`config.mk`:
```
export PLATFORM = sky130hd
export DESIGN_NAME = nrsp_front
export DESIGN_NICKNAME = d
export VERILOG_FILES = /design/src/nrsp_pkg.sv /design/src/nrsp_front.sv
export SDC_FILE = /design/constraint.sdc
export NUM_CORES = 1
export LEC_CHECK = 0
export BUFFER_PORTS_ARGS = -buffer_cell sky130_fd_sc_hd__buf_2
export CORE_UTILIZATION = 36
export DETAILED_ROUTE_END_ITERATION = 10
export PLACE_DENSITY_LB_ADDON = 0.2
export SLEW_MARGIN = 0
export SYNTH_ARGS = -nofsm -noshare
export SYNTH_HDL_FRONTEND = slang
export SYNTH_SLANG_ARGS = --single-unit
```
`constraint.sdc`:
```
create_clock -name vclk -period 35.7
set_input_delay 1.785 -clock vclk [all_inputs]
set_output_delay 1.785 -clock vclk [all_outputs]
set_load 0.05 [all_outputs]
```
`src/nrsp_pkg.sv`:
```
// ----------------------------------------------------------------------------
// nrsp_pkg
// Shared constants, types and helpers of the nearest ray-sphere pick block.
// ----------------------------------------------------------------------------
package nrsp_pkg;

   localparam int FRAC_BITS = 16;
   localparam int ID_BITS   = 16;
   localparam int DIST_W    = 31;
   localparam int CSR_IDX_W = 3;

   localparam logic [31:0] TENTH_Q = 32'(((1 << FRAC_BITS) + 5) / 10);

   // Square root works on disc shifted up by FRAC_BITS, two bits per step.
   localparam int SQ_STEPS = (32 + FRAC_BITS + 1) / 2;
   localparam int SQ_W     = 2 * SQ_STEPS;
   // Divider works on the numerator shifted up by FRAC_BITS, one bit per step.
   localparam int DIV_W    = 32 + FRAC_BITS;
   localparam int CNT_W    = $clog2(DIV_W + 1);

   localparam logic [CSR_IDX_W-1:0] REG_ORIGIN_X = 3'd0;
   localparam logic [CSR_IDX_W-1:0] REG_ORIGIN_Y = 3'd1;
   localparam logic [CSR_IDX_W-1:0] REG_ORIGIN_Z = 3'd2;
   localparam logic [CSR_IDX_W-1:0] REG_DIR_X    = 3'd3;
   localparam logic [CSR_IDX_W-1:0] REG_DIR_Y    = 3'd4;
   localparam logic [CSR_IDX_W-1:0] REG_DIR_Z    = 3'd5;
   localparam logic [CSR_IDX_W-1:0] REG_SEL_ID   = 3'd6;

   typedef struct packed {
      logic [ID_BITS-1:0] obj_tag;
      logic               probe;
      logic signed [31:0] center_x;
      logic signed [31:0] center_y;
      logic signed [31:0] center_z;
      logic [DIST_W-1:0]  radius;
      logic               last_object;
   } item_type;

   typedef struct packed {
      logic signed [31:0] origin_x;
      logic signed [31:0] origin_y;
      logic signed [31:0] origin_z;
      logic signed [31:0] dir_x;
      logic signed [31:0] dir_y;
      logic signed [31:0] dir_z;
      logic [ID_BITS-1:0] selected_id;
   } ray_type;

   function automatic logic signed [31:0] sat32(input logic signed [63:0] v);
      logic signed [31:0] r;
      if (v > 64'sd2147483647) begin
         r = 32'sh7FFFFFFF;
      end else if (v < -64'sd2147483648) begin
         r = 32'sh80000000;
      end else begin
         r = v[31:0];
      end
      return r;
   endfunction

endpackage

```
`src/nrsp_front.sv`:
```
// ----------------------------------------------------------------------------
// nrsp_front
// Classifies an incoming record and works out its pick radius.
// ----------------------------------------------------------------------------
module nrsp_front (
   input  logic [nrsp_pkg::ID_BITS-1:0] obj_tag,
   input  logic                         usable,
   input  logic signed [31:0]           center_x,
   input  logic signed [31:0]           center_y,
   input  logic signed [31:0]           center_z,
   input  logic                         has_radius,
   input  logic [nrsp_pkg::DIST_W-1:0]  pick_radius,
   input  logic signed [31:0]           scale_x,
   input  logic signed [31:0]           scale_y,
   input  logic signed [31:0]           scale_z,
   input  logic                         last_object,
   output nrsp_pkg::item_type           item
);

   logic [31:0] abs_x, abs_y, abs_z, max_xy, max_xyz, max_all;
   logic [33:0] scaled;

   always_comb begin
      abs_x   = scale_x[31] ? 32'(-scale_x) : 32'(scale_x);
      abs_y   = scale_y[31] ? 32'(-scale_y) : 32'(scale_y);
      abs_z   = scale_z[31] ? 32'(-scale_z) : 32'(scale_z);
      max_xy  = (abs_x > abs_y) ? abs_x : abs_y;
      max_xyz = (max_xy > abs_z) ? max_xy : abs_z;
      max_all = (max_xyz > nrsp_pkg::TENTH_Q) ? max_xyz : nrsp_pkg::TENTH_Q;
      scaled  = ({2'b00, max_all} + {1'b0, max_all, 1'b0}) >> 2;

      item.obj_tag     = obj_tag;
      // Records that cannot be hit skip the arithmetic in the back end.
      item.probe       = usable && (obj_tag != '0);
      item.center_x    = center_x;
      item.center_y    = center_y;
      item.center_z    = center_z;
      item.radius      = has_radius ? pick_radius : scaled[nrsp_pkg::DIST_W-1:0];
      item.last_object = last_object;
   end

endmodule

```
==> impl_metrics.csv <==
group,metric,value,unit
status,status,"finished, final reports clean",
cells_and_area,area_delta_synth_final,3.35,%
synthesis,ys_types,82,
global_routing,grt_pass1_wl,46000,µm
sta,fmax,0.0622,GHz
synthesis,synth_area,8710,µm²
cells_and_area,design.seq.count,0,
critical_path,arrival,14.30,ns
global_routing,gr-total-overflow,0,
drt,via_per_inst,5.87,
clock_tree,cts_setup_buffers,0,
cells_and_area,drive_gt1_frac,0.184,
cells_and_area,final_common_cell,"buf_2",
synthesis,yosysSeqAreaShare,0,
critical_path,crit_slowest_cell,"o21ai_1",
floorplanning,die_area,24800,µm²
synthesis,synth_top_cell_by_area,"ha_1",
flow_run,cap_violations,0,
global_routing,first_global_vias,8614,
drt,drt_iter0_drc,635,
critical_path,crit_required,33.91,ns
power_and_ir_drop,ir_drop,0.0543,mV
sta,maxSlewViolCount,0,
sta,fin_crit,16.08,ns
synthesis,ys.warnings.count,0,
synthesis,synthMuxAreaShare,0.0243,
drt,wl,30200,µm
synthesis,synth_top_area_frac,0.128,
sta,slew_headroom,0.150,
cells_and_area,layout_common_cells,"buf_2, nand2_1, o21ai_0",
drt,post_drt_wl_per_cell,18.3,µm
synthesis,synth_top_family_by_area,"compound AO/OA/AOI/OAI gates",
placed_design,routabilityCongestion,0.934,
floorplanning,die_h,158,µm
cells_and_area,multiInputGateArea,7440,µm²
placed_design,numPortBuffers,193,
min_path,holdPathEnd,"item[119]",
global_routing,grt_usage,0.233,
clock_tree,post_cts_resized,0,
cells_and_area,fin_area,9000,µm²
min_path,hold_path_depth,0,
placed_design,dp.cells,1648,
cells_and_area,fin_cells,1648,
synthesis,synth_xor_area_frac,0.114,
drt,antenna_left,0,
floorplanning,initial_utilization,0.369,
critical_path,cp_max_fo,21,
drt,drc,0,
synthesis,syn_area_per_cell,6.64,µm²
cells_and_area,regArea,0,µm²
cells_and_area,insertedDiodeCount,0,
cells_and_area,final_nets,1663,
power_and_ir_drop,powerDensity,64.0,nW/µm²
synthesis,synth-compound-area-share,0.300,
min_path,hp-class,"input pin to output port",
synthesis,syn_nets,1643,
synthesis,synth_fa_ha_area_frac,0.130,
floorplanning,die_w,158,µm
critical_path,cpMostUsedCell,"nand4_1",
sta,tightest_slew,1.27,ns
placed_design,place_area,9000,µm²
global_routing,grt_max_degree,60,
critical_path,start_kind,"input pin",
synthesis,yosys-top-cells-area,"ha_1, buf_4, xor2_1",
drt,drt_first_pass_iters,5,
sta,finalSetupViolations,0,
synthesis,yosys.area_share.simple,0.285,
critical_path,crit_type,"input pin to output port",
synthesis,synth_cells,1311,
drt,vias,9666,
cells_and_area,nFillCells,2649,
cells_and_area,clkbuf_count,0,
sta,rsz0062_at_grt,"false",
power_and_ir_drop,power_leakage,0.00374,µW
sta,finalHoldViolations,0,
min_path,min-delay-start,"center_x[23]",
critical_path,cpPeakStageDelay,0.97,ns
floorplanning,io_pins,387,
sta,finalSetupTns,0,ns
floorplanning,num_rows,56,
clock_tree,ctsHoldBuffers,0,
critical_path,end_kind,"output port",
sta,fin_crit_sh,0.451,
floorplanning,coreArea,23600,µm²
cells_and_area,postLayoutCoreUtil,0.381,
global_routing,antenna_found_initial,0,
placed_design,hpwl,25700,µm
[cells in the mapped netlist, types with 13 or more instances]
library cell / number
xor2_1: 64
a21o_1: 23
inv_1: 39
ha_1: 89
o31ai_1: 25
nand2b_1: 15
o21ai_0: 93
a31oi_1: 30
and2_1: 16
nor4_1: 30
nand3_1: 34
buf_4: 113
nor2_1: 78
clkbuf_1: 56
a21oi_1: 89
nor3_1: 42
nand2_1: 132
or3_1: 13
a211oi_1: 18
xnor2_1: 49
nand4_1: 37
[kinds of logic after synthesis]
logic type | count (synthesis)
simple gates | 474
compound gates | 393
buf+inv | 221
xor+xnor | 113
fa+ha+maj | 90
mux | 20
[routing by layer]
metal / GRT usage / share of wire / vias to the layer above
li1: - / - / 4835
met1: 0.309 / 0.46 / 4430
met4: 0.0647 / 0.028 / 0
met5: 0 / 0 / -
met2: 0.404 / 0.46 / 339
met3: 0.0143 / 0.050 / 62
[stage by stage]
step	hold WS, ns	power [µW]	setup WS, ns
global route	3.57	629	18.43
detailed placement	3.57	568	19.80
global placement	3.57	568	20.12
finish	3.57	576	19.62
CTS	3.57	570	19.78
floorplan	3.74	467	21.23
[how the worst max path moves through the flow]
stage | endpoint | start
2_1_floorplan | item[20] | scale_y[4]
3_3_place_gp | item[28] | scale_y[0]
3_5_place_dp | item[28] | scale_y[0]
4_1_cts | item[28] | scale_y[0]
5_1_grt | item[28] | scale_y[0]
6_report | item[28] | scale_y[0]
[worst max-delay path: cells and delay by family]
family          cells  cell delay (ns)
compound gates     16             5.17
simple gates       16             4.77
fa+ha+maj           4             1.23
buf+inv             6             0.93
xor+xnor            1             0.39
[where the power goes]
group	internal, µW	switching, µW
logic	194	382
registers	0	0
clock network	0	0
[cell type report]
| class | count | share of cell area |
|---|---|---|
| Inverter | 41 | 0.0171 |
| Multi-Input combinational cell | 1090 | 0.827 |
| Tap cell | 319 | 0.0443 |
| Timing Repair Buffer | 198 | 0.111 |
(Power assumes the default switching activity.)
