[src/nrsp_pkg.sv]
// ----------------------------------------------------------------------------
// nrsp_pkg
// Shared constants, types and helpers of the nearest ray-sphere pick block.
// ----------------------------------------------------------------------------
package nrsp_pkg;

   localparam int FRAC_BITS = 16;
   localparam int ID_BITS   = 16;
   localparam int DIST_W    = 31;
   localparam int CSR_IDX_W = 3;

   localparam logic [31:0] TENTH_Q = 32'(((1 << FRAC_BITS) + 5) / 10);

   // Square root works on disc shifted up by FRAC_BITS, two bits per step.
   localparam int SQ_STEPS = (32 + FRAC_BITS + 1) / 2;
   localparam int SQ_W     = 2 * SQ_STEPS;
   // Divider works on the numerator shifted up by FRAC_BITS, one bit per step.
   localparam int DIV_W    = 32 + FRAC_BITS;
   localparam int CNT_W    = $clog2(DIV_W + 1);

   localparam logic [CSR_IDX_W-1:0] REG_ORIGIN_X = 3'd0;
   localparam logic [CSR_IDX_W-1:0] REG_ORIGIN_Y = 3'd1;
   localparam logic [CSR_IDX_W-1:0] REG_ORIGIN_Z = 3'd2;
   localparam logic [CSR_IDX_W-1:0] REG_DIR_X    = 3'd3;
   localparam logic [CSR_IDX_W-1:0] REG_DIR_Y    = 3'd4;
   localparam logic [CSR_IDX_W-1:0] REG_DIR_Z    = 3'd5;
   localparam logic [CSR_IDX_W-1:0] REG_SEL_ID   = 3'd6;

   typedef struct packed {
      logic [ID_BITS-1:0] obj_tag;
      logic               probe;
      logic signed [31:0] center_x;
      logic signed [31:0] center_y;
      logic signed [31:0] center_z;
      logic [DIST_W-1:0]  radius;
      logic               last_object;
   } item_type;

   typedef struct packed {
      logic signed [31:0] origin_x;
      logic signed [31:0] origin_y;
      logic signed [31:0] origin_z;
      logic signed [31:0] dir_x;
      logic signed [31:0] dir_y;
      logic signed [31:0] dir_z;
      logic [ID_BITS-1:0] selected_id;
   } ray_type;

   function automatic logic signed [31:0] sat32(input logic signed [63:0] v);
      logic signed [31:0] r;
      if (v > 64'sd2147483647) begin
         r = 32'sh7FFFFFFF;
      end else if (v < -64'sd2147483648) begin
         r = 32'sh80000000;
      end else begin
         r = v[31:0];
      end
      return r;
   endfunction

endpackage

[src/nrsp_queue.sv]
// ----------------------------------------------------------------------------
// nrsp_queue
// Two-entry queue between the front end and the back end.
// ----------------------------------------------------------------------------
module nrsp_queue (
   input  logic               clock,
   input  logic               reset,
   input  logic               push,
   input  nrsp_pkg::item_type push_item,
   output logic               full,
   input  logic               pop,
   output logic               head_valid,
   output nrsp_pkg::item_type head_item
);

   nrsp_pkg::item_type entry_ff [2];
   logic       wr_ptr_ff, rd_ptr_ff;
   logic [1:0] count_ff;

   assign full       = (count_ff == 2'd2);
   assign head_valid = (count_ff != 2'd0);
   assign head_item  = entry_ff[rd_ptr_ff];

   always_ff @(posedge clock) begin
      if (push) begin
         entry_ff[wr_ptr_ff] <= push_item;
      end
      if (reset) begin
         wr_ptr_ff <= 1'b0;
         rd_ptr_ff <= 1'b0;
         count_ff  <= 2'd0;
      end else begin
         if (push) begin
            wr_ptr_ff <= ~wr_ptr_ff;
         end
         if (pop) begin
            rd_ptr_ff <= ~rd_ptr_ff;
         end
         count_ff <= count_ff + 2'(push) - 2'(pop);
      end
   end

endmodule

[config.mk]
export PLATFORM = sky130hd
export DESIGN_NAME = nrsp_queue
export DESIGN_NICKNAME = d
export VERILOG_FILES = /design/src/nrsp_pkg.sv /design/src/nrsp_queue.sv
export SDC_FILE = /design/constraint.sdc
export NUM_CORES = 1
export LEC_CHECK = 0
export BUFFER_PORTS_ARGS = -buffer_cell sky130_fd_sc_hd__clkbuf_2
export CAP_MARGIN = 10
export CORE_MARGIN = 4
export CORE_UTILIZATION = 47
export DETAILED_ROUTE_END_ITERATION = 10
export PLACE_DENSITY = 0.76
export SKIP_LAST_GASP = 1
export SYNTH_ARGS = -nofsm -noshare
export SYNTH_HDL_FRONTEND = slang
export SYNTH_SLANG_ARGS = --single-unit
[constraint.sdc]
create_clock -name clock -period 7.5 [get_ports clock]
set_input_delay 1.125 -clock clock [delete_from_list [all_inputs] [get_ports clock]]
set_output_delay 1.125 -clock clock [all_outputs]
set_load 0.005 [all_outputs]
==> impl_metrics.env <==
export IMPL_cp_required_ns=6.38
export IMPL_synth_cells=472
export IMPL_cts_root_buffer="clkbuf_16"
export IMPL_finalSetupViolCount=0
export IMPL_status="finished, final reports clean"
export IMPL_drt_met1_wl_mm=7.85
export IMPL_track_usage_pct=15.5
export IMPL_syn_area_um2=10900
export IMPL_cellPowerDensity_nw_per_um2=280
export IMPL_leakagePower_nw=5.31
export IMPL_grt_remaining_overflow=0
export IMPL_path_cells="buf_4 -> mux2_2 -> clkbuf_2"
export IMPL_rows=55
export IMPL_cts_buffers=31
export IMPL_place_gp_congestion=0.804
export IMPL_critPathMaxStageDelay_ns=0.91
export IMPL_initial_core_util_pct=47.9
export IMPL_synth_fp_nets=623
export IMPL_grt_max_degree=77
export IMPL_min_period_over_period_pct=55.8
export IMPL_syn_area_per_cell_um2=23.0
export IMPL_die_y_um=160
export IMPL_critPathKind="reg2out"
export IMPL_worstMarginPinSlew_ns=1.11
export IMPL_max_clock_path_buffers=3
export IMPL_maxSlewViolCount=0
export IMPL_wl_per_cell_um=18.7
export IMPL_hold_buffers=0
export IMPL_arrival_ns=3.06
export IMPL_period_minus_slack_ns=4.18
export IMPL_place_inst=1041
export IMPL_cp_slowest_cell="dfxtp_4"
export IMPL_post_cts_setup_buffers=0
export IMPL_ys_types=14
export IMPL_syn_to_final_growth_pct=25.5
export IMPL_critical_path_top_delay_family="buffers and inverters"
export IMPL_ant_nets=0
export IMPL_highest_layer="met5"
export IMPL_dr_pass1_iters=4
export IMPL_cts_tree="done"
export IMPL_io_buffers=295
export IMPL_ir_drop_mv=0.227
export IMPL_dp_hpwl_mm=13.8
export IMPL_wl_mm=20.6
export IMPL_grt_pass1_wl_mm=31.6
export IMPL_yosys_warnings=0
export IMPL_die_area_um2=25600
export IMPL_cp_max_fo=73
export IMPL_relSlewSlack_pct=26.2
export IMPL_io_pins=296
export IMPL_rrSetupSlack_ns=4.83
export IMPL_start_kind="flip-flop"
export IMPL_synth_yosys_seq_area_share_pct=81.0
export IMPL_grt_antenna_before_repair=1
export IMPL_synth_seq_cells=295
export IMPL_rsz0062_at_grt="false"
export IMPL_final_hold_viol_count=0
export IMPL_fin_setup_tns_ns=0
export IMPL_clk_pin_slew_ns=0.07
export IMPL_end_kind="output port"
export IMPL_critPathBufInv=2
export IMPL_via_count=5455
export IMPL_viasPerCell=4.96
export IMPL_clock_sinks=295
export IMPL_dr_wl_met3_mm=1.67
export IMPL_layout_cells_non_filler=1099
export IMPL_layout_drive_gt1_share_pct=61.0
export IMPL_h_tree_depth=1
export IMPL_skew_ns=0.0207
export IMPL_dieWidth_um=160
export IMPL_nNetsFinal=940
export IMPL_fmax_mhz=239
export IMPL_drt_iter0_markers=243
export IMPL_clk_latency_ns=0.54
export IMPL_hp_class="reg2reg"
export IMPL_maxCapViolations=0
export IMPL_drc_errors=0
export IMPL_core_um2=22700
export IMPL_ctsResizeCount=0
export IMPL_route_met2_wl_mm=10.3
export IMPL_first_global_vias=5836
synth_stat cells:
| cell type | number | area (µm²) |
|---|---|---|
| ha_1 | 2 | 25.0 |
| mux2_2 | 95 | 1070 |
| mux2_4 | 50 | 751 |
| nor2_1 | 4 | 15.0 |
| nor2b_1 | 3 | 18.8 |
| buf_2 | 9 | 45.0 |
| xnor2_1 | 2 | 17.5 |
| dfxtp_1 | 5 | 100 |
| xnor3_1 | 1 | 22.5 |
| edfxtp_1 | 290 | 8710 |
| buf_6 | 7 | 78.8 |
| or2_2 | 1 | 6.26 |
| inv_1 | 2 | 7.51 |
| and2_1 | 1 | 6.26 |
logic make-up (layout without fill, tap and decap cells):
kind of cell	count (synthesis)	in the layout	share of synthesized area, %
buffers and inverters	18	359	1.21
flip-flops	295	295	81.0
adder cells (fa/ha/maj)	2	2	0.230
XOR/XNOR	3	3	0.368
other	0	1	0
AND/OR/NAND/NOR	9	9	0.426
multiplexers	145	145	16.7
final cells by class:
| class | instances | area [µm²] |
|---|---|---|
| Clock inverter | 24 | 225 |
| Antenna cell | 1 | 2.50 |
| Clock buffer | 33 | 783 |
| Sequential cell | 295 | 8810 |
| Multi-Input combinational cell | 159 | 1940 |
| Fill cell | 1675 | 9070 |
| Inverter | 2 | 7.51 |
| Tap cell | 285 | 357 |
| Timing Repair Buffer | 300 | 1510 |
path summary, 6_finish.rpt:
path / cells after the start / to / from
max reg2reg: 2 / entry_ff[1][88] / wr_ptr_ff
min reg2reg: 2 / flip-flop / rd_ptr_ff
min: 2 / flip-flop / rd_ptr_ff
max: 3 / head_item[82] / flip-flop
layout by cell type (no fill, tap or decap), drive strengths merged, types with 2 or more instances in the layout:
cell and instances:
bufinv 4, ha 2, dfxtp 5, nor2b 3, buf 5, clkbuf 328, clkinvlp 2, inv 3
edfxtp 290, nor2 4, xnor2 2, clkinv 17, mux2 145
per-stage QoR:
step	util [%]	power, mW	hold slack [ns]	instance area [µm²]	setup slack [ns]
final	60.1	3.82	0.513	13600	3.32
after detailed placement	55.6	2.38	0.506	12600	3.83
after global placement	55.6	2.37	0.493	12600	3.84
after floorplan	-	2.21	0.480	10900	2.16
after CTS	60.1	3.87	0.523	13600	3.20
after global routing	60.1	3.97	0.542	13600	3.14
routing by layer:
layer	global-route usage, %	vias to the layer above
met5	0	-
met4	5.08	2
met3	4.90	50
met2	26.5	227
met1	18.8	2655
li1	-	2521
power by group:
group	internal [mW]	total, mW	switching [mW]
clock network	0.891	1.49	0.595
logic	0.199	0.370	0.171
registers	1.93	1.96	0.0373
flip-flops by register name, indices dropped and copies added, names as in the netlist, named ones only:
name,flops
entry_ff,290
count_ff,2
rd_ptr_ff,1
wr_ptr_ff,1
worst reg2reg max path: stages, from the launching register on:
cell,delay (ns)
dfxtp_1,0.41
and2_4,0.77
buf_4,0.99
(Power assumes the default switching activity.)
